==> src/rtl/core/lnps_pkg.sv <==
// ----------------------------------------------------------------------------
// lnps_pkg: shared definitions of the last-note-priority stack
// Constants, codes and the command and status bundles between the controller
// and the datapath.
// ----------------------------------------------------------------------------
package lnps_pkg;

  localparam int STACK_DEPTH_DEF = 8;
  localparam int NOTE_W          = 7;
  localparam int CFG_IDX_W       = 1;
  localparam int CFG_DATA_W      = 4;

  localparam logic [7:0]        STATUS_NOTE_ON = 8'h90;
  localparam logic [NOTE_W-1:0] VEL_ON         = 7'd127;
  localparam logic [NOTE_W-1:0] VEL_OFF        = 7'd0;

  // Request kinds.
  localparam logic CMD_PRESS   = 1'b0;
  localparam logic CMD_RELEASE = 1'b1;

  // Register indexes on the configuration port.
  localparam logic [CFG_IDX_W-1:0] CFG_IDX_CHANNEL = 1'b0;
  localparam logic [CFG_IDX_W-1:0] CFG_IDX_ENABLE  = 1'b1;

  // Commands from the controller to the datapath.
  typedef struct packed {
    logic load;      // capture the request fields
    logic search;    // register the match vector
    logic update;    // apply the stack change
    logic send_off;  // drive the key-off message
    logic send_on;   // drive the key-on message
  } lnps_cmd_t;

  // Status from the datapath to the controller.
  typedef struct packed {
    logic has_off;     // valid during the update step
    logic has_on;      // valid during the update step
    logic on_pending;  // a key-on follows the key-off
  } lnps_status_t;

endpackage

==> src/rtl/core/lnps_ctrl.sv <==
// ----------------------------------------------------------------------------
// lnps_ctrl: request sequencer
// Walks each request through search, update and up to two message steps.
// ----------------------------------------------------------------------------
module lnps_ctrl import lnps_pkg::*; (
  input  logic         clk,
  input  logic         rst_n,
  input  logic         start,
  output logic         busy,
  output lnps_cmd_t    cmd,
  input  lnps_status_t status
);

  typedef enum logic [2:0] {
    ST_IDLE,
    ST_SEARCH,
    ST_UPDATE,
    ST_EMIT_OFF,
    ST_EMIT_ON
  } state_t;

  state_t state_r, state_nxt;

  always_comb begin
    state_nxt = state_r;
    cmd       = '0;
    case (state_r)
      ST_IDLE: begin
        if (start) begin
          cmd.load  = 1'b1;
          state_nxt = ST_SEARCH;
        end
      end
      ST_SEARCH: begin
        cmd.search = 1'b1;
        state_nxt  = ST_UPDATE;
      end
      ST_UPDATE: begin
        cmd.update = 1'b1;
        if (status.has_off) begin
          state_nxt = ST_EMIT_OFF;
        end else if (status.has_on) begin
          state_nxt = ST_EMIT_ON;
        end else begin
          state_nxt = ST_IDLE;
        end
      end
      ST_EMIT_OFF: begin
        cmd.send_off = 1'b1;
        state_nxt    = status.on_pending ? ST_EMIT_ON : ST_IDLE;
      end
      ST_EMIT_ON: begin
        cmd.send_on = 1'b1;
        state_nxt   = ST_IDLE;
      end
      default: begin
        state_nxt = ST_IDLE;
      end
    endcase
  end

  always_ff @(posedge clk) begin
    if (!rst_n) begin
      state_r <= ST_IDLE;
    end else begin
      state_r <= state_nxt;
    end
  end

  assign busy = (state_r != ST_IDLE);

  a_accept_to_search: assert property (@(posedge clk) disable iff (!rst_n)
    (start && !busy) |=> (state_r == ST_SEARCH))
    else $error("accepted request did not enter search");

  a_emit_on_order: assert property (@(posedge clk) disable iff (!rst_n)
    (state_r == ST_EMIT_ON) |-> ($past(state_r) == ST_UPDATE || $past(state_r) == ST_EMIT_OFF))
    else $error("key-on step entered from a wrong step");

  a_single_off: assert property (@(posedge clk) disable iff (!rst_n)
    cmd.send_off |=> !cmd.send_off)
    else $error("two key-off steps in a row");

endmodule

==> src/rtl/core/lnps_datapath.sv <==
// ----------------------------------------------------------------------------
// lnps_datapath: note stack, configuration and message registers
// The stack is a row of registers with the sounding note at entry 0.
// ----------------------------------------------------------------------------
module lnps_datapath import lnps_pkg::*; #(
  parameter int STACK_DEPTH = STACK_DEPTH_DEF,
  localparam int CNT_W = $clog2(STACK_DEPTH + 1)
) (
  input  logic                  clk,
  input  logic                  rst_n,
  input  lnps_cmd_t             cmd,
  output lnps_status_t          status,
  input  logic                  in_command,
  input  logic [NOTE_W-1:0]     in_note,
  input  logic                  cfg_we,
  input  logic [CFG_IDX_W-1:0]  cfg_index,
  input  logic [CFG_DATA_W-1:0] cfg_data,
  output logic                  out_valid,
  output logic [7:0]            out_status_byte,
  output logic [NOTE_W-1:0]     out_note_number,
  output logic [NOTE_W-1:0]     out_velocity,
  output logic                  out_last
);

  localparam logic [STACK_DEPTH-1:0] ONES = {STACK_DEPTH{1'b1}};

  logic [3:0]             channel_r;
  logic                   enable_r;
  logic                   cmd_r;
  logic [NOTE_W-1:0]      note_r;
  logic [NOTE_W-1:0]      stack_r   [STACK_DEPTH];
  logic [NOTE_W-1:0]      stack_nxt [STACK_DEPTH];
  logic [CNT_W-1:0]       count_r, count_nxt;
  logic [STACK_DEPTH-1:0] match_r, match_nxt;
  logic [STACK_DEPTH-1:0] shift_mask;
  logic                   any_match;
  logic                   has_off_c, has_on_c, has_on_r;
  logic [NOTE_W-1:0]      off_note_c, on_note_c, off_note_r, on_note_r;
  logic                   out_valid_r, out_last_r;
  logic [7:0]             out_status_r;
  logic [NOTE_W-1:0]      out_note_r, out_vel_r;

  // One comparator per entry; only entries below the fill count take part.
  always_comb begin
    for (int i = 0; i < STACK_DEPTH; i++) begin
      match_nxt[i] = (stack_r[i] == note_r) && (CNT_W'(i) < count_r);
    end
  end

  // Entries at or below the matching one move up by one place on removal.
  // Notes in the stack are unique, so at most one match bit is set.
  always_comb begin
    for (int i = 0; i < STACK_DEPTH; i++) begin
      shift_mask[i] = |(match_r & (ONES >> (STACK_DEPTH - 1 - i)));
    end
  end

  assign any_match = |match_r;

  always_comb begin
    stack_nxt  = stack_r;
    count_nxt  = count_r;
    has_off_c  = 1'b0;
    has_on_c   = 1'b0;
    off_note_c = stack_r[0];
    on_note_c  = note_r;
    if (cmd_r == CMD_PRESS) begin
      if (!any_match) begin
        stack_nxt[0] = note_r;
        for (int i = 1; i < STACK_DEPTH; i++) begin
          stack_nxt[i] = stack_r[i-1];
        end
        if (count_r != CNT_W'(STACK_DEPTH)) begin
          count_nxt = count_r + CNT_W'(1);
        end
        has_off_c = (count_r != '0);
        has_on_c  = 1'b1;
      end
    end else if (any_match) begin
      for (int i = 0; i < STACK_DEPTH; i++) begin
        if (shift_mask[i]) begin
          stack_nxt[i] = stack_r[(i < STACK_DEPTH - 1) ? i + 1 : i];
        end
      end
      count_nxt = count_r - CNT_W'(1);
      if (match_r[0]) begin
        has_off_c  = 1'b1;
        off_note_c = note_r;
        has_on_c   = (count_r > CNT_W'(1));
        on_note_c  = stack_r[1];
      end
    end
  end

  assign status.has_off    = has_off_c & enable_r;
  assign status.has_on     = has_on_c & enable_r;
  assign status.on_pending = has_on_r;

  // Control state and configuration.
  always_ff @(posedge clk) begin
    if (!rst_n) begin
      channel_r   <= '0;
      enable_r    <= 1'b0;
      count_r     <= '0;
      has_on_r    <= 1'b0;
      out_valid_r <= 1'b0;
    end else begin
      if (cfg_we) begin
        case (cfg_index)
          CFG_IDX_CHANNEL: channel_r <= cfg_data;
          CFG_IDX_ENABLE:  enable_r  <= cfg_data[0];
          default: begin
          end
        endcase
      end
      if (cmd.update) begin
        count_r  <= count_nxt;
        has_on_r <= has_on_c & enable_r;
      end
      out_valid_r <= cmd.send_off | cmd.send_on;
    end
  end

  // Payload registers.
  always_ff @(posedge clk) begin
    if (cmd.load) begin
      cmd_r  <= in_command;
      note_r <= in_note;
    end
    if (cmd.search) begin
      match_r <= match_nxt;
    end
    if (cmd.update) begin
      stack_r    <= stack_nxt;
      off_note_r <= off_note_c;
      on_note_r  <= on_note_c;
    end
    if (cmd.send_off) begin
      out_status_r <= STATUS_NOTE_ON | {4'b0000, channel_r};
      out_note_r   <= off_note_r;
      out_vel_r    <= VEL_OFF;
      out_last_r   <= !has_on_r;
    end else if (cmd.send_on) begin
      out_status_r <= STATUS_NOTE_ON | {4'b0000, channel_r};
      out_note_r   <= on_note_r;
      out_vel_r    <= VEL_ON;
      out_last_r   <= 1'b1;
    end
  end

  assign out_valid       = out_valid_r;
  assign out_status_byte = out_status_r;
  assign out_note_number = out_note_r;
  assign out_velocity    = out_vel_r;
  assign out_last        = out_last_r;

  a_count_bound: assert property (@(posedge clk) disable iff (!rst_n)
    count_r <= CNT_W'(STACK_DEPTH))
    else $error("fill count above stack depth");

  a_pair_follows: assert property (@(posedge clk) disable iff (!rst_n)
    (out_valid_r && !out_last_r) |=> (out_valid_r && out_last_r))
    else $error("first message of a pair not followed by the final one");

  a_gap_after_last: assert property (@(posedge clk) disable iff (!rst_n)
    (out_valid_r && out_last_r) |=> !out_valid_r)
    else $error("message directly after the final message of a request");

endmodule

==> src/rtl/core/last_note_priority_stack_core.sv <==
// ----------------------------------------------------------------------------
// Sequence: each request passes the accepting idle step, search, update,
// then one step per message; a second message follows in the cycle after
// the first. busy stays high until the controller is back in idle, so a new
// request is taken only once the last one is done.
// Reset: synchronous, active low; empties the stack, clears the channel and
// the output enable. The receiver cannot stall the message stream.
// ----------------------------------------------------------------------------
// last_note_priority_stack_core: monophonic last-note-priority voice assigner
// Keeps the held notes in press order and issues key-off/key-on messages
// so that the most recently pressed held note is the one that sounds.
// ----------------------------------------------------------------------------
module last_note_priority_stack_core import lnps_pkg::*; #(
  parameter int STACK_DEPTH = STACK_DEPTH_DEF
) (
  input  logic                  clk,
  input  logic                  rst_n,
  // Request channel: accepted when start is high and busy is low.
  input  logic                  start,
  output logic                  busy,
  input  logic                  in_command,
  input  logic [NOTE_W-1:0]     in_note,
  // Message channel: each message is valid for exactly one cycle.
  output logic                  out_valid,
  output logic [7:0]            out_status_byte,
  output logic [NOTE_W-1:0]     out_note_number,
  output logic [NOTE_W-1:0]     out_velocity,
  output logic                  out_last,
  // Configuration write port.
  input  logic                  cfg_we,
  input  logic [CFG_IDX_W-1:0]  cfg_index,
  input  logic [CFG_DATA_W-1:0] cfg_data
);

  // The controller steps each request through its phases and tells the
  // datapath when to capture, search, update and send. The datapath reports
  // back which messages the request produces, already masked by the output
  // enable, so that the controller skips message steps that send nothing.
  lnps_cmd_t    cmd;
  lnps_status_t status;

  lnps_ctrl u_ctrl (
    .clk    (clk),
    .rst_n  (rst_n),
    .start  (start),
    .busy   (busy),
    .cmd    (cmd),
    .status (status)
  );

  // The stack keeps the sounding note at entry 0. A press shifts every entry
  // down by one, so the oldest note falls off the end when the stack is full.
  // A release shifts the entries below the released note up by one place.
  lnps_datapath #(
    .STACK_DEPTH (STACK_DEPTH)
  ) u_datapath (
    .clk             (clk),
    .rst_n           (rst_n),
    .cmd             (cmd),
    .status          (status),
    .in_command      (in_command),
    .in_note         (in_note),
    .cfg_we          (cfg_we),
    .cfg_index       (cfg_index),
    .cfg_data        (cfg_data),
    .out_valid       (out_valid),
    .out_status_byte (out_status_byte),
    .out_note_number (out_note_number),
    .out_velocity    (out_velocity),
    .out_last        (out_last)
  );

endmodule
==> config.mk <==
export PLATFORM = sky130hd
export DESIGN_NAME = last_note_priority_stack_core
export DESIGN_NICKNAME = d
export VERILOG_FILES = /design/src/rtl/core/lnps_pkg.sv /design/src/rtl/core/lnps_ctrl.sv /design/src/rtl/core/lnps_datapath.sv /design/src/rtl/core/last_note_priority_stack_core.sv
export SDC_FILE = /design/constraint.sdc
export NUM_CORES = 1
export LEC_CHECK = 0
export BUFFER_PORTS_ARGS = -buffer_cell sky130_fd_sc_hd__buf_2
export CELL_PAD_IN_SITES_DETAIL_PLACEMENT = 1
export CELL_PAD_IN_SITES_GLOBAL_PLACEMENT = 1
export CORE_ASPECT_RATIO = 0.5
export CORE_MARGIN = 4
export CORE_UTILIZATION = 50
export DETAILED_ROUTE_END_ITERATION = 16
export GPL_ROUTABILITY_DRIVEN = 0
export PLACE_DENSITY_LB_ADDON = 0.1
export SLEW_MARGIN = 20
export SYNTH_ARGS = -nofsm -noshare
export SYNTH_HDL_FRONTEND = slang
export SYNTH_HIERARCHICAL = 1
export SYNTH_SLANG_ARGS = --single-unit
==> constraint.sdc <==
create_clock -name clk -period 4.27 [get_ports clk]
set_input_delay 0.854 -clock clk [delete_from_list [all_inputs] [get_ports clk]]
set_output_delay 0.854 -clock clk [all_outputs]
set_load 0.005 [all_outputs]
Word-level counts from Yosys, hierarchy flattened --
Index checks and enable logic that the tools add are counted. W data, S select, Z words.
Storage, ports and cells: flip-flop bits (word level) 113, bits of input ports 17, output and inout bits 25, word-level logic and storage cells 140
Cells by class: add/subtract/negate cells 2, order comparisons 9, eq/ne operators 23, multiplexer cells 45, bitwise gates (word level) 6, reductions and logical operators 32
Operator list (count):
- $mux W56 | 3
- $mux W7 | 15
- $eq A7 B7 Y1 | 8
- $reduce_and A4 Y1 | 8
- $mux W4 | 6
- $ne A2 B2 Y1 const B | 9
- $lt A3 B4 Y1 const A | 4
- $mux W1 | 16
- $mux W3 | 4
- $pmux W3 S4 | 1
- $logic_and A1 B1 Y1 | 8
- $lt A1 B4 Y1 const A | 2
- $lt A2 B4 Y1 const A | 2
- $reduce_or A8 Y1 | 1
- $reduce_or A7 Y1 | 1
- $eq A3 B2 Y1 const B | 2
- $reduce_or A6 Y1 | 1
- $reduce_or A5 Y1 | 1
- $add A4 B1 Y4 const B | 1
- $gt A4 B1 Y1 const B | 1
- $ne A4 B4 Y1 const B | 1
- $reduce_and A2 Y1 | 2
- $reduce_bool A2 Y1 | 2
- $reduce_bool A4 Y1 | 1
- other kinds (14) | 17

Longest topological paths before layout --
depth in word-level cells 8, depth in mapped cells 7, depth with buffers taken out 7

Cells and area by module --
Netlist, hierarchy kept.
Modules (own cells, without submodules):
- lnps_datapath | instances 1, cells each 385, area an instance 5351.4 sq um, seq. area each 3183.1 sq um
- lnps_ctrl | instances 1, cells each 22, area an instance 192.7 sq um, seq. area each 60.1 sq um

Least setup slack after synthesis --
Ideal clock, no wire load.
path kind reg-to-reg, start point reg u_ctrl.state_r[1], end point reg u_datapath/stack_r[10] (netlist bit), enable pin, arrival time 2877 ps, required time 3897 ps, path slack 1020 ps, stages on the path, launching flop included 5, path buffers 1, period minus slack after synthesis 3250 ps, cells stage by stage dfxtp_1 > buf_2 > nor3b_1 > clkinv_1 > a21oi_1
RTL lines:
- from (decl) | line lnps_ctrl.sv:22 | state_t state_r, state_nxt;
- from (signal assigned) | line lnps_ctrl.sv:66 | state_r <= state_nxt;
- to (signal assigned) | line lnps_datapath.sv:134 | stack_r <= stack_nxt;
- to (decl) | line lnps_datapath.sv:31 | logic [NOTE_W-1:0] stack_r [STACK_DEPTH];

Final worst setup path --
start point reg u_datapath.cmd_r, end point reg u_datapath/stack_r[52] (netlist bit), enable pin
On the way: cells in the longest elaborated chain, start to end 2, elaborated cells on any way between the ends 4, classes of those cells eq/ne (3); reduce/logical (1)
RTL lines:
- from (decl) | line lnps_datapath.sv:29 | logic cmd_r;
- from (signal assigned) | line lnps_datapath.sv:127 | cmd_r <= in_command;
- $ne A2 B2 Y1 (no line) / $ne A2 B1 Y1 (equally long branches)
- $reduce_and A4 Y1 (no line) *
Every way passes the cells marked *; elsewhere a longest branch is shown, timed or not. A chain may end at the register's enable or synchronous reset.

==> results summary <==
The run finished with clean final reports. The clock sink count came out at 113. The final count of hold timing violations is 0.

By startpoint and endpoint, the worst setup path is classified as reg -> reg. The count of cells resized by post-cts repair came out at 0. For this run, the number of Yosys warnings is 6.

The post-route netlist has 32.7% of its cells at a drive strength greater than 1. The async set-or-reset flop fraction in the synthesized netlist is 0%. The final count of pins violating max slew is 0. The synthesized netlist occupies a cell area of 5540 µm². The final critical delay including setup and external delays is 2.77 ns.

The total setup buffers inserted after CTS came out at 0. The mux contribution to synthesized area is 15.7%. The floorplan has 26 rows.

The clock tree from TritonCTS is done. The worst setup path is captured at a register. The post-layout net count is 455. The cell leakage power is 0.00219 µW. Of the total synthesized cell area, the portion taken by AND, OR, NAND and NOR gates is 8.15%. After filler insertion, the fill cell instance count of the layout stands at 1,004. The number of cells traversed by the worst register-to-register path is 3. The core box area came out at 10,500 µm². The share of synthesized area occupied by flip-flops and latches is 58.5%. The path class of the tightest hold or removal check is reg -> reg.

The flip-flop and latch count after synthesis is 113. The remaining max-slew budget at the tightest pin is 38.4%. The transition at the pin with the smallest max-transition slack is 0.921 ns.

The count of input and output buffers is 37. The number of setup violations in the final report is 0. The largest clock skew in the final design is 0.00837 ns.

The synthesis-to-finish area growth is 15.3%. The number of H-tree levels is 4. The horizontal extent of the die came out at 157 µm. Summed over its instances, the top area cell type makes up 53.1% of the synthesized netlist area. After Yosys synthesis, full adders, half adders and majority gates account for 0.903% of the synthesized area. The routed length per instance is 21.6 µm. The required time of the critical path came out at 4.31 ns.

Setup repair after global routing left no endpoint under its margin. The leading area contributor after synthesis is sky130_fd_sc_hd__edfxtp_1. The arrival time of data at the critical path endpoint came out at 2.81 ns.

The HPWL after detailed placement is 8.88 mm. The total clock buffers created by CTS came out at 17. The placed instance count is 555.

The clock transition at the register clock pins on the worst setup and hold paths after CTS is 0.06 ns. The die span in y is 82.5 µm. The die covers 12,900 µm². The largest driver fanout on the critical path came out at 70.

The final antenna-violating net count is 0. The worst hold margin is 0.433 ns. The max-capacitance violation count came out at 0. The maximum number of pins on one net before global-route repair is 71. In the global route stage, overall resource usage came out at 21.6%. For the worst-skew pair, the clock arrives at the later sink with an insertion delay of 0.41 ns.

Static timing analysis puts the maximum clock frequency at 361 MHz. The final sum of negative setup slack is 0 ns. The number of flops mapped to enable cells by yosys came out at 98. The first element of the critical path is u_datapath/cmd_r$_DFFE_PP_. The number of buffers between clock root and the deepest sink came out at 2. The overall overflow remaining after global route is 0.

The count of non-filler cells in the finished layout came out at 587. The number of ports placed on the die boundary came out at 42. The XOR/XNOR share of the synthesized area is 9.00%. The worst register-to-register path ends at u_datapath/stack_r[52]$_DFFE_PP_. The top flip-flop cell by instance count after synthesis is sky130_fd_sc_hd__edfxtp_1. The final layout contains routed wiring with a total length of 12.7 mm. Counting instances, the worst hold path has a depth of 0. The average footprint of a synthesized cell came out at 13.6 µm². VDD sags by at most 308 µV. The startpoint identified for the worst register-to-register timing path is u_datapath/cmd_r$_DFFE_PP_. The cell sitting at the root of the clock tree is a sky130_fd_sc_hd__clkbuf_16. The synthesized netlist cell count is 407. The number of global-route vias before repair came out at 3,516. The critical path startpoint category is a register.

The setup slack of the worst register-to-register path came out at 1.50 ns. The global-route wire length before repair came out at 20.3 mm. The routed via count is 3,346. Dividing total power by cell area gives a power density of 464 nW/µm². Sorting the synthesized cells by area gives the leading types as sky130_fd_sc_hd__edfxtp_1 53%, sky130_fd_sc_hd__mux2_2 14%, sky130_fd_sc_hd__xnor2_1 7.1%, sky130_fd_sc_hd__dfxtp_1 5.4%, sky130_fd_sc_hd__xor2_1 1.9%. The final critical-path share of the clock period came out at 64.9%.

The initial antenna violation count came out at 0. The DRC violations left is 0. The via-per-instance ratio is 5.70. The length of the first detailed-routing pass in iterations came out at 4. The count of inserted antenna diode cells is 0.

The initial cell density of the core came out at 52.8%. The cts-stage hold buffer count is 0. After synthesis, the largest family of logic cells by area is multiplexers. The netlist uses 46 different library cells. In this run, the number of DRC markers left after iteration 0 of detailed routing was 285.

The complex-gate fraction of the synthesized area is 3.70%. The last element of the critical path is u_datapath/stack_r[52]$_DFFE_PP_.
## layout make-up
| type | count | area (µm²) | area share [%] |
|---|---|---|---|
| Inverter | 8 | 30.0 | 0.470 |
| Sequential cell | 113 | 3240 | 50.7 |
| Multi-Input combinational cell | 254 | 2100 | 32.8 |
| Tap cell | 140 | 175 | 2.74 |
| Clock inverter | 14 | 210 | 3.29 |
| Timing Repair Buffer | 40 | 208 | 3.25 |
| Clock buffer | 18 | 429 | 6.71 |
## flip-flops by register name, indices dropped and copies added (netlist names), 3 cells and up
| register | cells |
|---|---|
| u_datapath/match_r | 8 |
| u_datapath/count_r | 4 |
| u_datapath/channel_r | 4 |
| u_datapath/out_note_number | 7 |
| u_datapath/stack_r | 56 |
| u_ctrl/state_r | 3 |
| u_datapath/out_status_byte | 4 |
| u_datapath/on_note_r | 7 |
| u_datapath/note_r | 7 |
| u_datapath/off_note_r | 7 |
## synth_stat cells (3+ instances only)
cell type	number
sky130_fd_sc_hd__a21oi_1	14
sky130_fd_sc_hd__buf_2	9
sky130_fd_sc_hd__buf_4	11
sky130_fd_sc_hd__clkbuf_1	12
sky130_fd_sc_hd__dfxtp_1	15
sky130_fd_sc_hd__edfxtp_1	98
sky130_fd_sc_hd__ha_1	4
sky130_fd_sc_hd__inv_1	7
sky130_fd_sc_hd__mux2_2	71
sky130_fd_sc_hd__mux2i_1	7
sky130_fd_sc_hd__nand2_1	16
sky130_fd_sc_hd__nand2b_1	3
sky130_fd_sc_hd__nand3_1	4
sky130_fd_sc_hd__nand3b_1	4
sky130_fd_sc_hd__nand4_1	8
sky130_fd_sc_hd__nor2_1	10
sky130_fd_sc_hd__nor2b_1	9
sky130_fd_sc_hd__nor3_1	5
sky130_fd_sc_hd__nor3b_1	3
sky130_fd_sc_hd__nor4_1	8
sky130_fd_sc_hd__o21a_1	4
sky130_fd_sc_hd__o21ai_0	4
sky130_fd_sc_hd__xnor2_1	45
sky130_fd_sc_hd__xor2_1	12
## worst max-delay path, cell delays in order (launching register included)
cell and delay (ns):
sky130_fd_sc_hd__edfxtp_1 0.35, sky130_fd_sc_hd__buf_4 0.66, sky130_fd_sc_hd__nand2_1 0.65, sky130_fd_sc_hd__a21oi_1 0.72
## power breakdown
group	total (µW)	internal, µW	switching (µW)
Clock	1550	1030	517
Combinational	153	77.1	76.2
Sequential	1260	1220	38.2
## cells by family after synthesis
| kind of cell | after synthesis |
|---|---|
| AO/OA/AOI/OAI | 32 |
| XOR/XNOR | 57 |
| adder cells (fa/ha/maj) | 4 |
| flip-flops | 113 |
| AND/OR/NAND/NOR | 79 |
| multiplexers | 78 |
| other | 2 |
| buffers and inverters | 42 |
## worst min path at each step
stage,startpoint,endpoint,slack (ns)
final,u_datapath/channel_r[1]$_SDFFE_PN0P_,u_datapath/out_status_byte[1]$_DFFE_PP_,0.43
after global routing,u_datapath/channel_r[0]$_SDFFE_PN0P_,u_datapath/out_status_byte[0]$_DFFE_PP_,0.45
after CTS,u_datapath/channel_r[1]$_SDFFE_PN0P_,u_datapath/out_status_byte[1]$_DFFE_PP_,0.43
after detailed placement,u_datapath/channel_r[1]$_SDFFE_PN0P_,u_datapath/out_status_byte[1]$_DFFE_PP_,0.42
after global placement,u_datapath/channel_r[1]$_SDFFE_PN0P_,u_datapath/out_status_byte[1]$_DFFE_PP_,0.42
after floorplan,u_datapath/channel_r[0]$_SDFFE_PN0P_,u_datapath/out_status_byte[0]$_DFFE_PP_,0.41
## routing by layer
layer	up-vias	wire length, µm	global-route usage [%]
met5	-	0	0
met4	0	202	7.45
met3	18	676	6.51
met2	92	6030	34.4
met1	1700	5770	28.6
li1	1536	-	-
## layout by cell type, fill, tap and decap left out, types with 7 or more instances in the layout
master                      count
sky130_fd_sc_hd__nor4_1         8
sky130_fd_sc_hd__nand2_1       16
sky130_fd_sc_hd__edfxtp_1      98
sky130_fd_sc_hd__xor2_1        12
sky130_fd_sc_hd__mux2_2        71
sky130_fd_sc_hd__clkbuf_16     17
sky130_fd_sc_hd__a21oi_1       14
sky130_fd_sc_hd__buf_2         37
sky130_fd_sc_hd__nor2_1        10
sky130_fd_sc_hd__inv_1          7
sky130_fd_sc_hd__mux2i_1        7
sky130_fd_sc_hd__nand4_1        8
sky130_fd_sc_hd__dfxtp_1       15
sky130_fd_sc_hd__nor2b_1        9
sky130_fd_sc_hd__xnor2_1       45
## per-stage QoR
step	power (µW)	instance area (µm²)	worst slack [ns]	util, %
2_1_floorplan	1390	5550	1.02	-
3_5_place_dp	1430	5750	1.56	54.7
5_1_grt	3080	6390	1.22	60.8
6_report	2970	6390	1.50	60.8
4_1_cts	3000	6390	1.48	60.8
3_3_place_gp	1420	5750	1.73	54.7
Note: power is estimated with default switching activity, not from simulation.
